**config.mk**
```make
export PLATFORM = sky130hd
export DESIGN_NAME = picc_keysched
export DESIGN_NICKNAME = d
export VERILOG_FILES = /design/src/rtl/picc_pkg.sv /design/src/rtl/picc_keysched.sv
export SDC_FILE = /design/constraint.sdc
export NUM_CORES = 1
export LEC_CHECK = 0
export BUFFER_PORTS_ARGS = -buffer_cell sky130_fd_sc_hd__clkbuf_2
export CORE_AREA = 4 4 458 460
export DETAILED_ROUTE_END_ITERATION = 12
export DIE_AREA = 0 0 462 464
export PLACE_DENSITY = 0.3
export SKIP_LAST_GASP = 1
export SLEW_MARGIN = 20
export SYNTH_ARGS = -nofsm -noshare
export SYNTH_HDL_FRONTEND = slang
export SYNTH_SLANG_ARGS = --single-unit
```
**constraint.sdc**
```tcl
create_clock -name vclk -period 1.35
set_input_delay 0.135 -clock vclk [all_inputs]
set_output_delay 0.135 -clock vclk [all_outputs]
set_load 0.05 [all_outputs]
```
**src/rtl/picc_pkg.sv**
```systemverilog
`default_nettype none
// ----------------------------------------------------------------------------
// Piccolo cipher package
// Round constants, S-box, F-function and half-word splice shared by the
// key schedule and the round pipeline.
// ----------------------------------------------------------------------------
package picc_pkg;

	localparam int unsigned ROUNDS_80  = 25;
	localparam int unsigned ROUNDS_128 = 31;
	localparam int unsigned RK_COUNT   = 2 * ROUNDS_128;
	localparam logic [31:0] CON_BASE_80  = 32'h0F1E2D3C;
	localparam logic [31:0] CON_BASE_128 = 32'h6547A98B;

	localparam logic [1:0] REG_KEY_UPPER = 2'd0;
	localparam logic [1:0] REG_KEY_LOWER = 2'd1;
	localparam logic [1:0] REG_KEY_MODE  = 2'd2;

	localparam logic OP_ENCRYPT = 1'b0;
	localparam logic OP_DECRYPT = 1'b1;

	typedef logic [15:0] word_t;
	typedef word_t rk_arr_t [RK_COUNT];

	typedef struct packed {
		word_t wk0;
		word_t wk1;
		word_t wk2;
		word_t wk3;
		logic  wide;
	} wkeys_t;

	function automatic logic [3:0] sbox(input logic [3:0] a);
		logic [3:0] r;
		case (a)
			4'h0: r = 4'he;
			4'h1: r = 4'h4;
			4'h2: r = 4'hb;
			4'h3: r = 4'h2;
			4'h4: r = 4'h3;
			4'h5: r = 4'h8;
			4'h6: r = 4'h0;
			4'h7: r = 4'h9;
			4'h8: r = 4'h1;
			4'h9: r = 4'ha;
			4'ha: r = 4'h7;
			4'hb: r = 4'hf;
			4'hc: r = 4'h6;
			4'hd: r = 4'hc;
			4'he: r = 4'h5;
			default: r = 4'hd;
		endcase
		return r;
	endfunction

	function automatic logic [3:0] mul2(input logic [3:0] a);
		return {a[2:0], 1'b0} ^ (a[3] ? 4'h3 : 4'h0);
	endfunction

	function automatic logic [3:0] mix_row(input logic [3:0] a, input logic [3:0] b,
		input logic [3:0] c, input logic [3:0] d);
		return mul2(a) ^ mul2(b) ^ b ^ c ^ d;
	endfunction

	function automatic word_t f_func(input word_t x);
		logic [3:0] s0, s1, s2, s3;
		s0 = sbox(x[15:12]);
		s1 = sbox(x[11:8]);
		s2 = sbox(x[7:4]);
		s3 = sbox(x[3:0]);
		return {sbox(mix_row(s0, s1, s2, s3)), sbox(mix_row(s1, s2, s3, s0)),
			sbox(mix_row(s2, s3, s0, s1)), sbox(mix_row(s3, s0, s1, s2))};
	endfunction

	function automatic word_t hi_lo(input word_t a, input word_t b);
		return {a[15:8], b[7:0]};
	endfunction

	// Round constant pair for round i (from 0).
	function automatic logic [31:0] con(input int unsigned i, input logic wide);
		logic [31:0] c;
		c = 32'(i + 1);
		return (c << 27) ^ (c << 17) ^ (c << 10) ^ c ^ (wide ? CON_BASE_128 : CON_BASE_80);
	endfunction

endpackage
`default_nettype wire

```
**src/rtl/picc_keysched.sv**
```systemverilog
`default_nettype none
// ----------------------------------------------------------------------------
// Piccolo key schedule
// Expands the stored key into whitening keys and the round key table.
// ----------------------------------------------------------------------------
module picc_keysched (
	input  wire logic [63:0]      key_upper,
	input  wire logic [63:0]      key_lower,
	input  wire logic             key_mode,
	output picc_pkg::wkeys_t      wkeys,
	output picc_pkg::rk_arr_t     rk
);
	import picc_pkg::*;

	word_t k [8];

	always_comb begin
		for (int i = 0; i < 4; i++) begin
			k[i]     = key_upper[48 - 16 * i +: 16];
			k[i + 4] = key_lower[48 - 16 * i +: 16];
		end
	end

	always_comb begin
		wkeys.wide = key_mode;
		wkeys.wk0  = hi_lo(k[0], k[1]);
		wkeys.wk1  = hi_lo(k[1], k[0]);
		wkeys.wk2  = key_mode ? hi_lo(k[4], k[7]) : hi_lo(k[4], k[3]);
		wkeys.wk3  = key_mode ? hi_lo(k[7], k[4]) : hi_lo(k[3], k[4]);
	end

	// The 128-bit schedule permutes the key words every eight round keys; the
	// permutation is fixed, so each round key index maps to a constant source.
	always_comb begin
		word_t kk [8];
		word_t t [8];
		logic [31:0] cw;
		logic [2:0] m, sel;
		for (int i = 0; i < 8; i++) begin
			kk[i] = k[i];
			t[i]  = k[i];
		end
		for (int j = 0; j < RK_COUNT; j++) begin
			cw  = con(unsigned'(j / 2), key_mode);
			sel = 3'((j + 2) % 8);
			if (sel == 3'd0) begin
				t[0] = kk[2]; t[1] = kk[1]; t[2] = kk[6]; t[3] = kk[7];
				t[4] = kk[0]; t[5] = kk[3]; t[6] = kk[4]; t[7] = kk[5];
				for (int i = 0; i < 8; i++) kk[i] = t[i];
			end
			m = 3'((j / 2) % 5);
			if (key_mode) begin
				rk[j] = (j % 2 == 0 ? cw[31:16] : cw[15:0]) ^ kk[sel];
			end else if (m == 3'd0 || m == 3'd2) begin
				rk[j] = (j % 2 == 0) ? cw[31:16] ^ k[2] : cw[15:0] ^ k[3];
			end else if (m == 3'd1 || m == 3'd4) begin
				rk[j] = (j % 2 == 0) ? cw[31:16] ^ k[0] : cw[15:0] ^ k[1];
			end else begin
				rk[j] = (j % 2 == 0 ? cw[31:16] : cw[15:0]) ^ k[4];
			end
		end
	end

endmodule
`default_nettype wire

```
==> impl_results.md <==
* Pwr/cell area at 744.5 nW/µm²
* Worst-margin pin slew at 466.4 ps
* Layout clock buffers at 0
* CP peak stage delay at 270 ps
* Top post-synthesis cells by area: buf_4, a21oi_1, nand2_1
* Final std cells w/o fill at 5151
* Critical Path RT at 1220 ps
* Routed wire length at 144800 µm
* Met2 usage at 22.19%
* Max-slew violations at 0
* Hold Fails Final Rpt at 0
* FFs & Latches at 0
* Buf/Inv on CP at 5
* Most common cell in the netlist: buf_4
* Die Y at 464 µm
* Max_slew headroom at 68.91%
* Critical path cell sequence: buf_16 -> buf_12 -> clkbuf_16 -> o21ai_4 -> buf_6 -> buf_12
* DIE AREA at 214400 µm²
* Tcrit/Tclk final at 111.7%
* Ratio of cells with drive above 1 in the final layout at 92.80%
* Initial Utilization at 3.989%
* Post-synth top area share at 52.98%
* Violated checks: negative setup slack
* Rows at 167
* Routing usage on met1 at 14.45%
* Distinct cell type count after synthesis at 24
* I/O Pins at 1186
* Routed vias/inst at 2.554
* CP max stage cell: o21ai_4
* Filler cells at 22650
* Largest net degree at the start of global routing at 24
* Ys Warns at 0
* Via count at 13150
* Placed Instances at 5037
* First-pass GRT wire length at 173100 µm
* Vias in the first global route at 13760
* Area occupied by multi-input gates at 7724 µm²
* Routed len/inst at 28.10 µm
* Maximum clock rate at 663.1 MHz
* Fin crit period at 1508 ps
* Mean post-synth cell area at 6.180 µm²
* Nets at 2575
* Sequential cell area fraction in the yosys report at 0%
* Setup_tns at -15840 ps
* Violation count after the first detailed-routing iteration at 416
* Post-route setup slack at -158.0 ps
* Critical path's most frequent cell: buf_12
* Yosys top cell by area: buf_4
* Max rail drop VDD at 0.0003037 V
* Synth cell count leaders: buf_4, nand2_1, a21oi_1, o21ai_0, nand2b_1
* TritonRoute pass-1 iters at 5
* Status: finished with violations
* FF+latch area at 0 µm²
* DP Wirelength at 130700 µm
* Post-CTS Hold Buffers at 0
* Setup crit start kind: primary input
* Total power at 26.77 mW
* Worst path arrival time at 1370 ps
* Total Routing Usage GR at 12.56%
* Core region area at 206000 µm²
* RSZ-0062 raised after global routing: true
* Max Fanout on Critical Path at 8
* GRT overflow at 0
* Port Buf Inserts at 1186
* Static leakage at 15.74 nW
* Max-cap violations at 0
* Grt peak-use layer: met2
* Die X-Extent at 462 µm
* P&R area growth vs syn at 337.5%
* Syn_nets at 1459
* Worst min-delay path class: in2out
* Routability Congestion at 0.8290
* Count of final setup violators at 285
* DRC viols at 0
* Final ANT Viol Nets at 0
* Met3 usage at 5.714%
* Crit path kind: in2out
* Crit end category: primary output
* Cells after Synth at 1330
* Number of antenna violations at the first check in global routing at 12
* Mapped cell area at 8219 µm²
* Cell family with most CP delay: buffers and inverters
tightest hold or removal path, delay by kind of cell:
kind / cells / cell delay (ps)
buffers and inverters: 2 / 260
AO/OA/AOI/OAI: 1 / 70
area by class of cell:
cell class                      instances  share of cell area (%)
Multi-Input combinational cell        652                   21.48
Timing Repair Buffer                 1737                   68.42
Inverter                               55                  0.6716
Tap cell                             2704                   9.409
Antenna cell                            3                 0.02088
kinds of logic (layout without fill, tap and decap cells):
logic type | count (synthesis) | in the layout | synth area share [%]
buf+inv | 678 | 1792 | 58.76
compound gates | 280 | 280 | 18.05
other cells | 0 | 3 | 0
mux | 3 | 3 | 0.3958
xor+xnor | 38 | 38 | 4.049
simple gates | 331 | 331 | 18.74
where the power goes:
part           switching [mW]   total [mW]  internal (mW)
sequential                  0            0              0
clock                       0  0.000000128    0.000000128
combinational            15.8         26.8           10.9
total                    15.8         26.8           10.9
routing by layer:
layer  part of all wire [%]  vias to the layer above
met5                 0.0090                        -
met1                     39                     6393
met3                     11                       43
li1                       -                     5928
met4                   0.93                        2
met2                     49                      788
per-stage QoR:
stage	hold WS [ps]	cell area [µm²]	util, %	setup WS, ps
final	613.3	35960	17.45	-158.0
after global routing	634.2	35950	17.45	-156.2
after detailed placement	625.6	31570	15.32	-740.6
after floorplan	366.7	12370	-	-434.0
after CTS	624.5	33470	16.25	-155.9
after global placement	618.4	31570	15.32	-754.9
layout by cell type (no fill, tap or decap), types with 8 or more instances in the layout:
cell type,Yosys,routed
buf_12,0,851
buf_4,580,322
clkbuf_2,0,303
buf_6,10,115
a21oi_4,0,106
nand2_4,0,67
nand2_1,179,67
a21oi_2,0,58
inv_1,55,48
o21ai_4,0,41
clkbuf_4,0,41
buf_8,1,32
nor2b_4,0,30
nand2_2,0,27
nand2b_4,0,26
clkbuf_16,0,25
nor2_4,0,23
o21ai_2,0,23
nand2b_1,60,22
buf_16,0,22
xor2_4,0,21
nand2_8,0,18
o21ai_1,2,18
clkbuf_8,0,18
nor2b_2,0,17
nand2b_2,1,13
a21o_4,0,11
xnor2_4,0,10
o21a_4,0,8
worst paths after layout:
path	from	endpoint	slack, ps	depth (start not counted)
max	key_mode	rk[677]	-160	6
min	key_lower[4]	rk[68]	610	3
timing repair:
item                                    in CTS  in global routing
pin swaps                                   23                 80
gates resized for setup                    288                542
setup buffers                               39                 58
cloned                                      10                 18
endpoints found under the setup margin     897                742
(Power assumes the default switching activity.)
